### src/hdl/mlp_pkg.sv
// ----------------------------------------------------------------------------
// mlp_pkg
// Types, constants and arithmetic helpers for the 2-2-1 perceptron forward pass.
// ----------------------------------------------------------------------------
package mlp_pkg;

	// fixed-point widths
	localparam int unsigned DataW = 16;  // Q4.12 features and weights
	localparam int unsigned SumW  = 20;  // saturated Q8.12 sums
	localparam int unsigned ActW  = 13;  // Q.12 activations, 0..4096
	localparam int unsigned ProdW = 32;  // one product
	localparam int unsigned AccW  = 34;  // two products plus shifted bias
	localparam int unsigned FracW = 12;
	localparam int unsigned RegW  = 48;  // one packed weight register
	localparam int unsigned IdxW  = 2;

	localparam logic [ActW-1:0] ActOne = 13'd4096;

	// register indexes
	typedef enum logic [IdxW-1:0] {
		REG_HIDDEN0 = 2'd0,
		REG_HIDDEN1 = 2'd1,
		REG_OUTPUT  = 2'd2
	} reg_idx_t;

	typedef logic signed [DataW-1:0] q4_12_t;
	typedef logic signed [SumW-1:0]  sum_t;
	typedef logic [ActW-1:0]         act_t;
	typedef logic signed [ProdW-1:0] prod_t;

	// pick one signed Q4.12 word out of a packed register
	function automatic q4_12_t wsel(input logic [RegW-1:0] w, input int unsigned k);
		return q4_12_t'(w[k*DataW +: DataW]);
	endfunction

	// add two products and the bias, floor to 12 fraction bits, saturate
	function automatic sum_t neuron_sum(input prod_t p0, input prod_t p1, input q4_12_t bias);
		logic signed [AccW-1:0]       acc;
		logic signed [AccW-FracW-1:0] t;
		sum_t                         r;
		acc = AccW'(p0) + AccW'(p1) + AccW'($signed({bias, {FracW{1'b0}}}));
		t   = (AccW-FracW)'(acc >>> FracW);
		if (t > (AccW-FracW)'(524287))
			r = sum_t'(524287);
		else if (t < -(AccW-FracW)'(524288))
			r = sum_t'(-524288);
		else
			r = sum_t'(t);
		return r;
	endfunction

	// piecewise-linear sigmoid on |x|, mirrored for negative x
	function automatic act_t plan_sigmoid(input sum_t x);
		logic [SumW-1:0] a;
		act_t            y;
		a = x[SumW-1] ? SumW'(-x) : SumW'(x);
		if (a >= 20'd20480)
			y = ActOne;
		else if (a >= 20'd9728)
			y = ActW'(a >> 5) + 13'd3456;
		else if (a >= 20'd4096)
			y = ActW'(a >> 3) + 13'd2560;
		else
			y = ActW'(a >> 2) + 13'd2048;
		return x[SumW-1] ? ActOne - y : y;
	endfunction

	// signed weight times unsigned activation
	function automatic prod_t act_mul(input q4_12_t w, input act_t act);
		logic signed [ActW:0] a;
		a = $signed({1'b0, act});
		return ProdW'(w * a);
	endfunction

endpackage

### src/hdl/mlp_in_if.sv
// ----------------------------------------------------------------------------
// mlp_in_if
// Input channel: one word carries the two Q4.12 features.
// ----------------------------------------------------------------------------
interface mlp_in_if;
	logic                valid;
	logic                ready;
	logic signed [15:0]  feature0;
	logic signed [15:0]  feature1;

	modport source (output valid, output feature0, output feature1, input ready);
	modport sink   (input valid, input feature0, input feature1, output ready);
endinterface

### src/hdl/mlp_out_if.sv
// ----------------------------------------------------------------------------
// mlp_out_if
// Result channel: one word carries all sums and activations of one sample.
// ----------------------------------------------------------------------------
interface mlp_out_if;
	logic                valid;
	logic                ready;
	logic signed [19:0]  hidden_sum0;
	logic signed [19:0]  hidden_sum1;
	logic [12:0]         hidden_act0;
	logic [12:0]         hidden_act1;
	logic signed [19:0]  out_sum;
	logic [12:0]         out_act;

	modport source (output valid, output hidden_sum0, output hidden_sum1,
		output hidden_act0, output hidden_act1, output out_sum, output out_act,
		input ready);
	modport sink   (input valid, input hidden_sum0, input hidden_sum1,
		input hidden_act0, input hidden_act1, input out_sum, input out_act,
		output ready);
endinterface

### src/hdl/mlp_forward_pass.sv
// ----------------------------------------------------------------------------
// mlp_forward_pass
// Six-stage pipelined forward pass of a 2-2-1 sigmoid perceptron in Q4.12.
// ----------------------------------------------------------------------------
// The block takes one feature word per cycle while the result side is ready
// and returns one result word per feature word, in order.
// Stages: hidden products, hidden sums, hidden sigmoid, output products,
// output sum, output sigmoid; each stage holds one multiply row or one
// add-and-saturate row or one sigmoid row. Each stage advances on its own, so a stall
// on the result side fills bubbles before it holds the input. Weights are
// written through wr_en/wr_index/wr_data (bits [15:0] first weight, [31:16]
// second weight, [47:32] bias) only while the pipeline is empty; the user
// must ensure this, the block does not enforce it. Index 3 is ignored.
module mlp_forward_pass (
	input  logic                         clk,
	input  logic                         arst_n,
	input  logic                         wr_en,
	input  logic [mlp_pkg::IdxW-1:0]     wr_index,
	input  logic [mlp_pkg::RegW-1:0]     wr_data,
	mlp_in_if.sink                       din,
	mlp_out_if.source                    dout
);
	import mlp_pkg::*;

	logic [RegW-1:0] w_h0_q, w_h1_q, w_o_q;

	// stage valid bits and advance enables
	logic vld_s1, vld_s2, vld_s3, vld_s4, vld_s5, vld_s6;
	logic en1, en2, en3, en4, en5, en6;

	prod_t p00_s1, p01_s1, p10_s1, p11_s1;
	sum_t  hsum0_s2, hsum1_s2;
	sum_t  hsum0_s3, hsum1_s3;
	act_t  hact0_s3, hact1_s3;
	sum_t  hsum0_s4, hsum1_s4;
	act_t  hact0_s4, hact1_s4;
	prod_t po0_s4, po1_s4;
	sum_t  hsum0_s5, hsum1_s5;
	act_t  hact0_s5, hact1_s5;
	sum_t  osum_s5;
	sum_t  hsum0_s6, hsum1_s6;
	act_t  hact0_s6, hact1_s6;
	sum_t  osum_s6;
	act_t  oact_s6;

	// write weight registers, drop unknown indexes
	always_ff @(posedge clk or negedge arst_n) begin
		if (!arst_n) begin
			w_h0_q <= '0;
			w_h1_q <= '0;
			w_o_q  <= '0;
		end else if (wr_en) begin
			case (reg_idx_t'(wr_index))
				REG_HIDDEN0: w_h0_q <= wr_data;
				REG_HIDDEN1: w_h1_q <= wr_data;
				REG_OUTPUT:  w_o_q  <= wr_data;
				default: ;
			endcase
		end
	end

	// advance a stage when it is empty or its successor moves
	assign en6 = !vld_s6 || dout.ready;
	assign en5 = !vld_s5 || en6;
	assign en4 = !vld_s4 || en5;
	assign en3 = !vld_s3 || en4;
	assign en2 = !vld_s2 || en3;
	assign en1 = !vld_s1 || en2;
	assign din.ready = en1;

	always_ff @(posedge clk or negedge arst_n) begin
		if (!arst_n) begin
			vld_s1 <= 1'b0;
			vld_s2 <= 1'b0;
			vld_s3 <= 1'b0;
			vld_s4 <= 1'b0;
			vld_s5 <= 1'b0;
			vld_s6 <= 1'b0;
		end else begin
			if (en1) vld_s1 <= din.valid;
			if (en2) vld_s2 <= vld_s1;
			if (en3) vld_s3 <= vld_s2;
			if (en4) vld_s4 <= vld_s3;
			if (en5) vld_s5 <= vld_s4;
			if (en6) vld_s6 <= vld_s5;
		end
	end

	// stage 1: hidden products
	always_ff @(posedge clk) begin
		if (en1) begin
			p00_s1 <= ProdW'(wsel(w_h0_q, 0) * din.feature0);
			p01_s1 <= ProdW'(wsel(w_h0_q, 1) * din.feature1);
			p10_s1 <= ProdW'(wsel(w_h1_q, 0) * din.feature0);
			p11_s1 <= ProdW'(wsel(w_h1_q, 1) * din.feature1);
		end
	end

	// stage 2: hidden sums with bias, floor and saturate
	always_ff @(posedge clk) begin
		if (en2) begin
			hsum0_s2 <= neuron_sum(p00_s1, p01_s1, wsel(w_h0_q, 2));
			hsum1_s2 <= neuron_sum(p10_s1, p11_s1, wsel(w_h1_q, 2));
		end
	end

	// stage 3: hidden activations
	always_ff @(posedge clk) begin
		if (en3) begin
			hsum0_s3 <= hsum0_s2;
			hsum1_s3 <= hsum1_s2;
			hact0_s3 <= plan_sigmoid(hsum0_s2);
			hact1_s3 <= plan_sigmoid(hsum1_s2);
		end
	end

	// stage 4: output products
	always_ff @(posedge clk) begin
		if (en4) begin
			hsum0_s4 <= hsum0_s3;
			hsum1_s4 <= hsum1_s3;
			hact0_s4 <= hact0_s3;
			hact1_s4 <= hact1_s3;
			po0_s4   <= act_mul(wsel(w_o_q, 0), hact0_s3);
			po1_s4   <= act_mul(wsel(w_o_q, 1), hact1_s3);
		end
	end

	// stage 5: output sum
	always_ff @(posedge clk) begin
		if (en5) begin
			hsum0_s5 <= hsum0_s4;
			hsum1_s5 <= hsum1_s4;
			hact0_s5 <= hact0_s4;
			hact1_s5 <= hact1_s4;
			osum_s5  <= neuron_sum(po0_s4, po1_s4, wsel(w_o_q, 2));
		end
	end

	// stage 6: output activation, hold until taken
	always_ff @(posedge clk) begin
		if (en6) begin
			hsum0_s6 <= hsum0_s5;
			hsum1_s6 <= hsum1_s5;
			hact0_s6 <= hact0_s5;
			hact1_s6 <= hact1_s5;
			osum_s6  <= osum_s5;
			oact_s6  <= plan_sigmoid(osum_s5);
		end
	end

	assign dout.valid       = vld_s6;
	assign dout.hidden_sum0 = hsum0_s6;
	assign dout.hidden_sum1 = hsum1_s6;
	assign dout.hidden_act0 = hact0_s6;
	assign dout.hidden_act1 = hact1_s6;
	assign dout.out_sum     = osum_s6;
	assign dout.out_act     = oact_s6;

endmodule

### src/flat_wrapper.sv
// flat-port wrapper written by rule: the top's interface ports become plain ports
module mlp_forward_pass_flat import mlp_pkg::*;
  (clk, arst_n, wr_en, wr_index, wr_data, din_valid, din_feature0, din_feature1, din_ready, dout_valid, dout_hidden_sum0, dout_hidden_sum1, dout_hidden_act0, dout_hidden_act1, dout_out_sum, dout_out_act, dout_ready);
  mlp_in_if din_i ();
  mlp_out_if dout_i ();
  input  logic clk;
  input  logic arst_n;
  input  logic wr_en;
  input  logic [mlp_pkg::IdxW-1:0] wr_index;
  input  logic [mlp_pkg::RegW-1:0] wr_data;
  input wire logic [$bits(din_i.valid)-1:0] din_valid;
  input wire logic [$bits(din_i.feature0)-1:0] din_feature0;
  input wire logic [$bits(din_i.feature1)-1:0] din_feature1;
  output wire logic [$bits(din_i.ready)-1:0] din_ready;
  output wire logic [$bits(dout_i.valid)-1:0] dout_valid;
  output wire logic [$bits(dout_i.hidden_sum0)-1:0] dout_hidden_sum0;
  output wire logic [$bits(dout_i.hidden_sum1)-1:0] dout_hidden_sum1;
  output wire logic [$bits(dout_i.hidden_act0)-1:0] dout_hidden_act0;
  output wire logic [$bits(dout_i.hidden_act1)-1:0] dout_hidden_act1;
  output wire logic [$bits(dout_i.out_sum)-1:0] dout_out_sum;
  output wire logic [$bits(dout_i.out_act)-1:0] dout_out_act;
  input wire logic [$bits(dout_i.ready)-1:0] dout_ready;
  assign din_i.valid = din_valid;
  assign din_i.feature0 = din_feature0;
  assign din_i.feature1 = din_feature1;
  assign din_ready = din_i.ready;
  assign dout_valid = dout_i.valid;
  assign dout_hidden_sum0 = dout_i.hidden_sum0;
  assign dout_hidden_sum1 = dout_i.hidden_sum1;
  assign dout_hidden_act0 = dout_i.hidden_act0;
  assign dout_hidden_act1 = dout_i.hidden_act1;
  assign dout_out_sum = dout_i.out_sum;
  assign dout_out_act = dout_i.out_act;
  assign dout_i.ready = dout_ready;
  mlp_forward_pass u_core (.clk(clk), .arst_n(arst_n), .wr_en(wr_en), .wr_index(wr_index), .wr_data(wr_data), .din(din_i), .dout(dout_i));
endmodule
### config.mk
export PLATFORM = sky130hd
export DESIGN_NAME = mlp_forward_pass_flat
export DESIGN_NICKNAME = d
export VERILOG_FILES = /design/src/hdl/mlp_pkg.sv /design/src/hdl/mlp_in_if.sv /design/src/hdl/mlp_out_if.sv /design/src/hdl/mlp_forward_pass.sv /design/src/flat_wrapper.sv
export SDC_FILE = /design/constraint.sdc
export NUM_CORES = 2
export LEC_CHECK = 0
export BUFFER_PORTS_ARGS = -buffer_cell sky130_fd_sc_hd__buf_2
export CORE_ASPECT_RATIO = 1.2
export CORE_MARGIN = 2
export CORE_UTILIZATION = 25
export CTS_CLUSTER_DIAMETER = 30
export DETAILED_ROUTE_END_ITERATION = 6
export PLACE_DENSITY = 0.5
export SLEW_MARGIN = 20
export SYNTH_ARGS = -nofsm -noshare
export SYNTH_HDL_FRONTEND = slang
export SYNTH_SLANG_ARGS = --single-unit
export TNS_END_PERCENT = 30
### constraint.sdc
create_clock -name clk -period 24.1 [get_ports clk]
set_input_delay 4.82 -clock clk [delete_from_list [all_inputs] [get_ports clk]]
set_output_delay 4.82 -clock clk [all_outputs]
set_load 0.02 [all_outputs]
==> Word-level counts from Yosys, hierarchy flattened <==
Index checks and enable logic that the tools add are counted.
{ "word_totals": {"input_bits": 87, "wordCells": 117, "out_inout_bits": 101, "regBits": 695} }
{ "op_classes": {"eq_ne": 2, "add_sub_neg": 21, "multipliers": 6, "reduce_logical": 16, "n_lt_le_gt_ge": 15, "mux": 21} }
{ "op_table": {"columns": ["operator", "n"], "rows": [
  ["13-bit 2-to-1 mux", 15],
  ["16-bit by 16-bit multiplier with 32-bit output", 4],
  ["20-bit 2-to-1 mux", 6],
  ["13-bit by 12-bit adder with 13-bit output, second input constant", 9],
  ["33-bit by 28-bit adder with 34-bit output", 2],
  ["32-bit by 32-bit adder with 33-bit output", 2],
  ["22-bit by 20-bit > comparator with 1-bit output, second input constant", 3],
  ["22-bit by 20-bit less-than comparator with 1-bit output, second input constant", 3],
  ["20-bit by 13-bit >= comparator with 1-bit output, second input constant", 3],
  ["20-bit by 14-bit >= comparator with 1-bit output, second input constant", 3],
  ["20-bit by 15-bit >= comparator with 1-bit output, second input constant", 3],
  ["16-bit by 14-bit multiplier with 30-bit output", 2],
  ["20-bit negation", 3],
  ["13-bit subtractor, first input constant", 3],
  ["31-bit by 28-bit adder with 32-bit output", 1],
  ["30-bit by 30-bit adder with 31-bit output", 1],
  ["1-bit zero test", 6],
  ["1-bit logical OR", 6],
  ["2-bit AND reduction", 3],
  ["2-bit by 1-bit equality test with 1-bit output, second input constant", 1],
  ["2-bit equality test, second input constant", 1],
  ["2-bit zero test", 1]
]} }

==> Logic depth before layout (Yosys ltp) <==
{ "logic_depth": {"ltp_word": 9, "ltp_mapped": 27, "depth_no_buf": 26} }

==> Worst setup path before layout <==
No wires, ideal clock.
{ "synth_timing": {"kind": "input to output", "startpoint": "input dout_ready", "endpoint": "output din_ready", "stages": 4, "path_buffers": 0, "required_ps": 19280, "arrival_ps": 12078, "path_slack_ps": 7202, "cell_sequence": "nor2b_1 nand3_1 nor2_1 nand3_1"} }
{ "synth_via": {"elab_chain_len": 6} }
{ "synth_lines": {"columns": ["item", "line", "rtl"], "rows": [
  ["start: declaration", "flat_wrapper.sv:22", "input wire logic [$bits(dout_i.ready)-1:0] dout_ready;"],
  ["1-bit logical OR", "mlp_forward_pass.sv:63", "assign en6 = !vld_s6 || dout.ready;"],
  ["1-bit logical OR", "mlp_forward_pass.sv:64", "assign en5 = !vld_s5 || en6;"],
  ["1-bit logical OR", "mlp_forward_pass.sv:65", "assign en4 = !vld_s4 || en5;"],
  ["net u_core.en4", "mlp_forward_pass.sv:29", "logic en1, en2, en3, en4, en5, en6;"],
  ["1-bit logical OR", "mlp_forward_pass.sv:66", "assign en3 = !vld_s3 || en4;"],
  ["1-bit logical OR", "mlp_forward_pass.sv:67", "assign en2 = !vld_s2 || en3;"],
  ["1-bit logical OR", "mlp_forward_pass.sv:68", "assign en1 = !vld_s1 || en2;"],
  ["end: declaration", "flat_wrapper.sv:14", "output wire logic [$bits(din_i.ready)-1:0] din_ready;"]
]} }
The timed path passes the listed nets, and every way through them passes these cells.

==> Final worst setup path <==
Ends and elaborated chain as after synthesis.

==> load_flow_metrics.sql <==
INSERT INTO impl_metrics (metric_group, metric, value, unit) VALUES
('run_status', 'outcome', 'finished clean', ''),
('drt', 'residual_antenna_violating_net_count_after_detailed_routing', '0', ''),
('yosys', 'async_set_or_reset_flop_fraction_in_the_synthesized_netlist', '21.6', '%'),
('floorplanning', 'core.rowCount', '236', ''),
('global_route', 'grt_first_pass_wirelength', '375', 'mm'),
('yosys', 'synth_area', '0.0865', 'mm2'),
('setup_path', 'timing.reg2reg.worst_path_depth', '23', ''),
('clocking', 'cts.root.buffer_cell', 'clkbuf_16', ''),
('finish', 'most_common_library_cell_in_the_layout_ignoring_fill_and_taps', 'inv_1', ''),
('floorplanning', 'dieHeight', '648', 'um'),
('worst_hold_path', 'timing.hold.worst.class', 'register to register', ''),
('finish', 'layout-drive-gt1-share', '8.43', '%'),
('global_route', 'gr-total-overflow', '0', ''),
('finish', 'post_layout_nonfiller_instances', '12984', ''),
('global_route', 'largest_net_degree_at_the_start_of_global_routing', '129', ''),
('yosys', 'synth_area_per_cell', '10.5', 'um2'),
('yosys', 'synth_enable_flop_cells', '545', ''),
('clocking', 'clock_net_sink_count', '695', ''),
('setup_path', 'critPathMaxStageDelay', '750', 'ps'),
('sta', 'hold_viol_final', '0', ''),
('setup_path', 'path_max_fanout', '4', ''),
('floorplanning', 'core_area', '0.344', 'mm2'),
('setup_path', 'worstPathBufferInverterCount', '2', ''),
('sta', 'finClkSkew', '103', 'ps'),
('placed_design', 'dp.cells', '12691', ''),
('sta', 'final.min_clock_period', '11500', 'ps'),
('sta', 'rsz0062_at_grt', 'false', ''),
('sta', 'max_clock_freq', '86.9', 'MHz'),
('finish', 'areaGrowthSynthToFinish', '13.1', '%'),
('drt', 'routed_wire_length_per_instance', '18.2', 'um'),
('placed_design', 'hpwlAfterDp', '190', 'mm'),
('yosys', 'postSynthCellCount', '8228', ''),
('yosys', 'ys_seq_elements', '695', ''),
('yosys', 'seq_area_frac_synth', '23.3', '%'),
('yosys', 'synth-warning-count', '0', ''),
('finish', 'nNetsFinal', '10560', ''),
('floorplanning', 'start_util', '25.1', '%'),
('setup_path', 'cp_top_family', 'simple AND/OR/NAND/NOR gates', ''),
('drt', 'drt-vias-per-instance', '4.44', ''),
('global_route', 'antenna_violations_before_repair', '54', ''),
('drt', 'detailroute.via_count', '57606', ''),
('clocking', 'cts_stage_hold_buffer_count', '0', ''),
('floorplanning', 'die_width', '541', 'um'),
('clocking', 'clock_path_buffers', '4', ''),
('yosys', 'syn-num-nets', '10455', ''),
('placed_design', 'place_area', '0.0923', 'mm2'),
('sta', 'setup-tns-final', '0', 'ps'),
('setup_path', 'end_kind', 'output pin', ''),
('clocking', 'tritoncts_clock_tree', 'done', ''),
('setup_path', 'worstSetupPathType', 'primary input to output pin', ''),
('yosys', 'synthDistinctLibCells', '106', ''),
('sta', 'finalSetupViolCount', '0', ''),
('sta', 'slew-limit-headroom', '30.6', '%'),
('clocking', 'cts_max_level', '4', ''),
('setup_path', 'worst-endpoint-arrival', '6680', 'ps'),
('sta', 'ratio_of_final_minimum_period_to_clock_period', '47.7', '%'),
('drt', 'drc', '0', ''),
('yosys', 'ys_dominant_reg_cell', 'edfxtp_1', ''),
('worst_hold_path', 'min_delay_path_depth', '2', ''),
('drt', 'drt_pre_antenna_iters', '6', ''),
('setup_path', 'cp_slowest_cell', 'nor2b_1', ''),
('floorplanning', 'design.die.area', '0.351', 'mm2'),
('setup_path', 'critical_path_cell_count', '6', ''),
('clocking', 'post-cts-setup-buffer-count', '0', ''),
('clocking', 'clkLatencyLatePin', '830', 'ps'),
('global_route', 'global_route.usage.total', '13.7', '%'),
('finish', 'final_cell_mix', 'inv_1 (1726), fa_1 (1510), nand2_1 (836)', ''),
('setup_path', 'worstPathCellList', 'buf_2 -> nor2b_1 -> nand3_4 -> nor2_1 -> nand3_4 -> buf_2', ''),
('drt', 'route.final.wire_length', '236', 'mm'),
('placed_design', 'gp_congestion', '0.872', ''),
('sta', 'worst-slew-pin-transition', '1040', 'ps'),
('clocking', 'cts.reportedPaths.clkPinSlew', '40', 'ps'),
('clocking', 'post_cts_resize_count', '0', ''),
('drt', 'initial_drt_markers', '2978', ''),
('sta', 'fin_hold_ws', '370', 'ps'),
('clocking', 'cts_made_buffers', '162', ''),
('global_route', 'first_global_vias', '64633', ''),
('placed_design', 'portBuffers', '187', ''),
('setup_path', 'critPathRequiredTime', '19280', 'ps'),
('floorplanning', 'boundaryPins', '188', ''),
('finish', 'final_standard_cell_area_without_fillers', '0.0978', 'mm2'),
('setup_path', 'critPathLaunchType', 'primary input', ''),
('flow_run', 'cap_viol_max_count', '0', ''),
('sta', 'slew_violations', '0', '');
[worst paths after layout]
check	start	to	slack (ps)
worst max register to register	u_core.w_h1_q[7]$_DFFE_PN0P_	u_core.p10_s1[31]$_DFFE_PP_	16710
worst min register to register	u_core.vld_s3$_DFFE_PN0P_	u_core.vld_s4$_DFFE_PN0P_	370
worst min-delay path	u_core.vld_s3$_DFFE_PN0P_	u_core.vld_s4$_DFFE_PN0P_	370
min in group asynchronous	arst_n	u_core.w_h0_q[39]$_DFFE_PN0P_	4040
worst max-delay path	dout_ready	din_ready	12600
max in group asynchronous	arst_n	u_core.w_h1_q[17]$_DFFE_PN0P_	18190
[synth_stat cells (36+ instances only)]
master / n / area, um2
xor2_1: 89 / 780
clkbuf_1: 258 / 968
edfxtp_1: 545 / 16400
xnor2_1: 247 / 2160
nand2_1: 838 / 3150
nor2_1: 192 / 721
a21oi_1: 218 / 1090
and2_1: 710 / 4440
ha_1: 630 / 7880
mux2_2: 147 / 1660
nor3_1: 44 / 220
inv_1: 1728 / 6490
nand2b_1: 48 / 300
a21o_1: 107 / 803
a211oi_1: 36 / 270
o21ai_0: 135 / 676
o21a_1: 42 / 315
dfrtp_1: 150 / 3750
fa_1: 1510 / 30200
nand3_1: 60 / 300
[per-stage QoR]
| stage | utilization (%) | worst slack, ps |
|---|---|---|
| final | 28.4 | 12600 |
| after detailed placement | 26.8 | 12190 |
| after global routing | 28.4 | 12500 |
| after CTS | 28.4 | 12720 |
| after global placement | 26.8 | 12300 |
| after floorplan | - | 7200 |
[worst register-to-register path, delay by kind of cell (launching register included)]
family | cells | cell delay (ps)
adder cells (fa/ha/maj) | 7 | 3160
AO/OA/AOI/OAI | 10 | 2430
flip-flops | 1 | 930
AND/OR/NAND/NOR | 1 | 270
buffers and inverters | 4 | 230
XOR/XNOR | 1 | 140
[routing by layer]
layer	wire length, um	up-vias	share of wire, %	track usage [%]
met1	98900	29881	42	17.1
met5	159	-	0.067	0
met3	10700	406	4.5	1.88
met4	8370	26	3.5	4.53
met2	118000	1362	50	24.3
li1	-	25931	-	-
[logic make-up (layout without fill, tap and decap cells)]
kind of cell             count (synthesis)  in the layout  synth area share (%)
AO/OA/AOI/OAI                          802            802                  6.19
XOR/XNOR                               337            337                  3.42
adder cells (fa/ha/maj)               2140           2140                  44.1
buffers and inverters                 2015           2241                  8.80
flip-flops                             695            695                  23.3
multiplexers                           163            163                  2.13
other                                    0              8                     0
AND/OR/NAND/NOR                       2076           2076                  12.1
[registers in the layout, indices dropped and copies added (netlist names), 30 cells and up]
name           flops
u_core.p01_s1     32
u_core.po1_s4     30
u_core.w_h0_q     48
u_core.po0_s4     30
u_core.w_o_q      48
u_core.p00_s1     32
u_core.p10_s1     32
u_core.w_h1_q     48
u_core.p11_s1     32
[cell type report]
| cell class | instances | area, um2 |
|---|---|---|
| clock buffers | 192 | 4280 |
| flip-flops and latches | 695 | 20100 |
| repair buffers | 227 | 1250 |
| fillers | 35979 | 247000 |
| inverters | 1729 | 6500 |
| clock inverters | 93 | 1130 |
| multi-input cells | 5518 | 58800 |
| diodes | 8 | 20.0 |
| well taps | 4522 | 5660 |
Power is left out: the tool's default activity adds up to more than one toggle a clock period on the data nets, which glitch-free logic cannot reach.
